File: config.mk
export PLATFORM = sky130hd
export DESIGN_NAME = pqcf_ram
export DESIGN_NICKNAME = d
export VERILOG_FILES = /design/src/design/pqcf_ram.sv
export SDC_FILE = /design/constraint.sdc
export NUM_CORES = 1
export LEC_CHECK = 0
export BUFFER_PORTS_ARGS = -buffer_cell sky130_fd_sc_hd__buf_2
export CAP_MARGIN = 0
export CORE_AREA = 2 2 215 217
export CTS_CLUSTER_DIAMETER = 60
export DETAILED_ROUTE_END_ITERATION = 12
export DIE_AREA = 0 0 217 219
export PLACE_DENSITY = 0.62
export SLEW_MARGIN = 20
export SYNTH_ARGS = -nofsm -noshare
export SYNTH_HDL_FRONTEND = slang
export SYNTH_SLANG_ARGS = --single-unit
export TNS_END_PERCENT = 30
File: constraint.sdc
create_clock -name clock -period 2.8 [get_ports clock]
set_input_delay 0.28 -clock clock [delete_from_list [all_inputs] [get_ports clock]]
set_output_delay 0.28 -clock clock [all_outputs]
set_load 0.05 [all_outputs]
File: src/design/pqcf_ram.sv
// ----------------------------------------------------------------------------
// pqcf_ram
// Generic single write port, single read port RAM with registered read data.
// ----------------------------------------------------------------------------
`default_nettype none

module pqcf_ram #(
   parameter int WIDTH = 8,
   parameter int DEPTH = 64
) (
   input  wire logic                                      clock,
   input  wire logic                                      wr_en,
   input  wire logic [((DEPTH > 1) ? $clog2(DEPTH) : 1)-1:0] wr_addr,
   input  wire logic [WIDTH-1:0]                          wr_data,
   input  wire logic [((DEPTH > 1) ? $clog2(DEPTH) : 1)-1:0] rd_addr,
   output      logic [WIDTH-1:0]                          rd_data
);

   logic [WIDTH-1:0] mem [DEPTH];
   logic [WIDTH-1:0] rd_data_ff;

   always_ff @(posedge clock) begin
      if (wr_en) begin
         mem[wr_addr] <= wr_data;
      end
      rd_data_ff <= mem[rd_addr];
   end

   assign rd_data = rd_data_ff;

endmodule

`default_nettype wire

# Word-level counts from Yosys, hierarchy flattened
# Memory sizes are Yosys's and may differ from the RTL's. A register that Yosys moved wholly into a read port is not among the register bits.
# Index checks and enable logic that the tools add are counted.
dict set report totals {
  regBits 0
  ramBits 512
  elab_cells 3
  out_inout_bits 8
  memories 1
}
dict set report op_classes {
  n_mux 2
}
# memory words width read_ports rd_ports_with_merged_regs write_ports line
set memory_table {}
lappend memory_table {mem 64 8 1 1 1 19} ;# logic [WIDTH-1:0] mem [DEPTH];
# operator count
set ops {}
lappend ops {{$mux 1} 2}

# Longest topological paths before layout
dict set report logic_depth {
  word_depth 2
  depth_mapped 9
}

# Worst setup path after synthesis
# Ideal clock, no wire load.
dict set report synth_timing {
  path_kind {input to register}
  from {input port rd_addr[1] (netlist name)}
  to {register rd_data_ff[3], in the netlist rd_data[3] (read register of mem)}
  path_buffers 3
  t_arrival_ps 1820
  setup_ps 128
  cell_stages 7
  slack_ps 852
  cell_sequence {buf_4 > buf_2 > buf_2 > mux4_2 > mux4_2 > o21ai_1 > o41ai_1}
}
# element line
set synth_lines {}
lappend synth_lines {{from (decl)} 15} ;# input wire logic [((DEPTH > 1) ? $clog2(DEPTH) : 1)-1:0] rd_addr,
lappend synth_lines {{to (decl)} 20} ;# logic [WIDTH-1:0] rd_data_ff;

==> qor.txt <==
Chip Height: 219 um
Hold wc startpoint: wr_data[4]
F_max: 0.4346 GHz
Mean post-synth cell area: 21.45 um^2
Post-route setup slack: 0.4993 ns
Final Max Tran Viols: 0
Number of antenna violations at the first check in global routing: 2
Reg area: 15,530 um^2
Setup-failing EPs final: 0
Fillers: 3,515
Initial DRC count: 1,004
Multi-input gate area: 4315 um^2
Final Net Count: 1,112
Row count: 78
TritonCTS Sinks: 520
Synthesized instance count: 940
Num ports: 30
Layout cells sized above 1: 31.69%
Reg-to-reg startpoint: mem[5][7]$_DFFE_PP_
Pre-antenna DRT Iters: 5
Skew-Pair Late Insertion Delay: 0.60 ns
Largest net degree at the start of global routing: 65
Grt ovf: 0
Vias in the first global route: 10,110
Max_slew headroom: 41.43%
Clock root buffer: clkbuf_16
Total GRT Usage: 19.93%
Max Cap Viol: 0
TritonCTS clock tree: built
Routability congestion estimate from global placement: 0.8527
H-tree levels: 2
Via Count: 9,893
ANT cells: 0
Mapped Nets: 962
Crit-path max FO: 31
Initial Util: 44.73%
Dpl hpwl: 29.53 mm
Vias/cell: 5.709
Remaining antenna violation count after routing: 0
PwrDens: 704.0 nW/um^2
Outcome: complete, no violations
#FFs+latches synth: 520
Area grow syn2layout: 16.24%
Critical path required time: 3.25 ns
DP Area: 21,720 um^2
Worst slew pin tran: 0.8649 ns
Detailed-route wire length: 45.67 mm
WS Path Type: in -> reg
Final Skew: 0.02055 ns
Global-route wire length before repair: 68.01 mm
CTS Hold Buffers Added: 0
Final Non-Filler Cells: 1,733
Synthesized cell area: 20,170 um^2
Postcts setup bufs: 0
Util after Layout: 51.99%
CTS Buf Count: 52
Critical Path AT: 2.75 ns
Setup WS pre-CTS: -0.04809 ns
CTS max path bufs: 3
Startpoint Class: primary input
I/O Buffers: 29
Final hold vios: 0
Gates resized, CTS repair: 0
Hold Crit Class: in -> reg
Final min period: 2.301 ns
Core ar.: 45,090 um^2
Residual DRC: 0
Crit. End Element: register
Number of synthesis warnings: 0
Leak: 7.540 nW
Post-placement cell count: 1,636
Worst vdd rail ir drop: 0.0004571 V
WL/cell: 26.35 um
Reg clk slew, reported paths: 0.06 ns
Count of cell types in the netlist: 40
DIE AREA: 47,520 um^2
Design area: 23,440 um^2
Die width: 217 um
Worst setup startpoint: rd_addr[2]
Sequential fraction of the synthesis area: 77.03%
Fin crit share: 82.17%
Unrepaired setup endpoints after global routing: no
## through the flow
| stage | power, mW | hold slack [ns] | TNS [ns] |
|---|---|---|---|
| global placement | 9.696 | 0.7286 | -0.05132 |
| finish | 16.50 | 0.1221 | 0 |
| CTS | 16.65 | 0.08800 | 0 |
| detailed placement | 9.710 | 0.7315 | -0.04809 |
| floorplan | 9.306 | 0.3789 | 0 |
| global route | 17.01 | 0.1145 | 0 |
## metal layers
layer / routed length (um) / track usage [%] / vias up
met3: 3105 / 4.172 / 76
met5: 22 / 0 / -
met2: 21430 / 30.59 / 332
met1: 19800 / 28.65 / 5235
li1: - / - / 4246
met4: 1314 / 6.735 / 4
## critical path: stages
cell and delay, ns:
buf_4 0.40, buf_4 0.48, mux4_2 0.38, mux2_2 0.31, o311ai_1 0.73, nand2_1 0.13
## cells by family after synthesis
family / Yosys count / synth area share, %
buffers and inverters: 51 / 1.570
AND/OR/NAND/NOR: 153 / 3.387
flip-flops: 520 / 77.03
AO/OA/AOI/OAI: 54 / 2.072
multiplexers: 162 / 15.94
## placed cells by master (no fill, tap or decap), types with 3 or more instances in the layout
master | netlist | routed
o22ai_1 | 8 | 8
nand2b_1 | 7 | 7
o2bb2ai_1 | 3 | 3
mux2i_1 | 23 | 23
edfxtp_1 | 512 | 512
o221ai_1 | 8 | 8
a221oi_1 | 6 | 6
buf_2 | 11 | 25
mux2_2 | 13 | 13
a211oi_1 | 4 | 4
clkbuf_1 | 17 | 15
a22oi_1 | 3 | 3
nor2_1 | 83 | 83
o2111ai_1 | 3 | 3
mux4_2 | 126 | 126
buf_4 | 13 | 115
clkbuf_16 | 0 | 54
bufinv_16 | 0 | 6
nor2b_1 | 14 | 14
clkinv_2 | 0 | 6
clkinv_1 | 0 | 11
nand3b_1 | 3 | 3
clkbuf_8 | 0 | 3
dfxtp_1 | 8 | 8
nand2_1 | 19 | 19
nand3_1 | 13 | 13
buf_12 | 2 | 6
a21oi_1 | 3 | 3
nor3_1 | 7 | 7
## cells in the mapped netlist (all sizes together)
cell type	number	area, um^2
edfxtp	512	15370
mux4	126	2838
nor2	83	311.6
buf	34	252.7
mux2i	23	230.2
nand2	19	71.32
clkbuf	17	63.81
nor2b	14	87.58
mux2	13	146.4
nand3	13	65.06
dfxtp	8	160.2
o221ai	8	70.07
o22ai	8	50.05
nand2b	7	43.79
nor3	7	35.03
a221oi	6	52.55
a211oi	4	30.03
o21ai	4	20.02
a21oi	3	15.01
a22oi	3	22.52
nand3b	3	22.52
o2111ai	3	26.28
o2bb2ai	3	26.28
a2111oi	2	17.52
nand4	2	12.51
nor4	2	12.51
o21a	2	15.01
o221a	2	22.52
o32ai	2	17.52
o41ai	2	17.52
a31oi	1	6.260
and2	1	6.260
nand4b	1	8.760
o311ai	1	8.760
or3	1	6.260
## final timing paths
path / end / slack (ns) / cells after the start
worst max-delay path: rd_data[7]$_DFF_P_ / 0.50 / 6
worst min-delay path: mem[62][4]$_DFFE_PP_ / 0.12 / 1
worst max register to register: rd_data[7]$_DFF_P_ / 0.65 / 4
worst min register to register: rd_data[4]$_DFF_P_ / 0.85 / 3
## layout make-up
| class | instances | area share, % |
|---|---|---|
| sequential | 520 | 66.27 |
| multi-input combinational | 369 | 18.41 |
| clock buffer | 71 | 6.122 |
| timing repair buffer | 147 | 4.788 |
| tap | 600 | 3.203 |
| clock inverter | 26 | 1.206 |
## registers in the layout, summed over array words and instances, names as in the netlist
signal	flops
mem	512
rd_data	8
## report_power, final
part | switching (mW) | internal, mW | total (mW)
clock network | 2.83 | 4.13 | 6.97
registers | 0.0294 | 8.61 | 8.64
logic | 0.558 | 0.334 | 0.892
total | 3.42 | 13.1 | 16.5
Note: power is estimated with default switching activity, not from simulation.
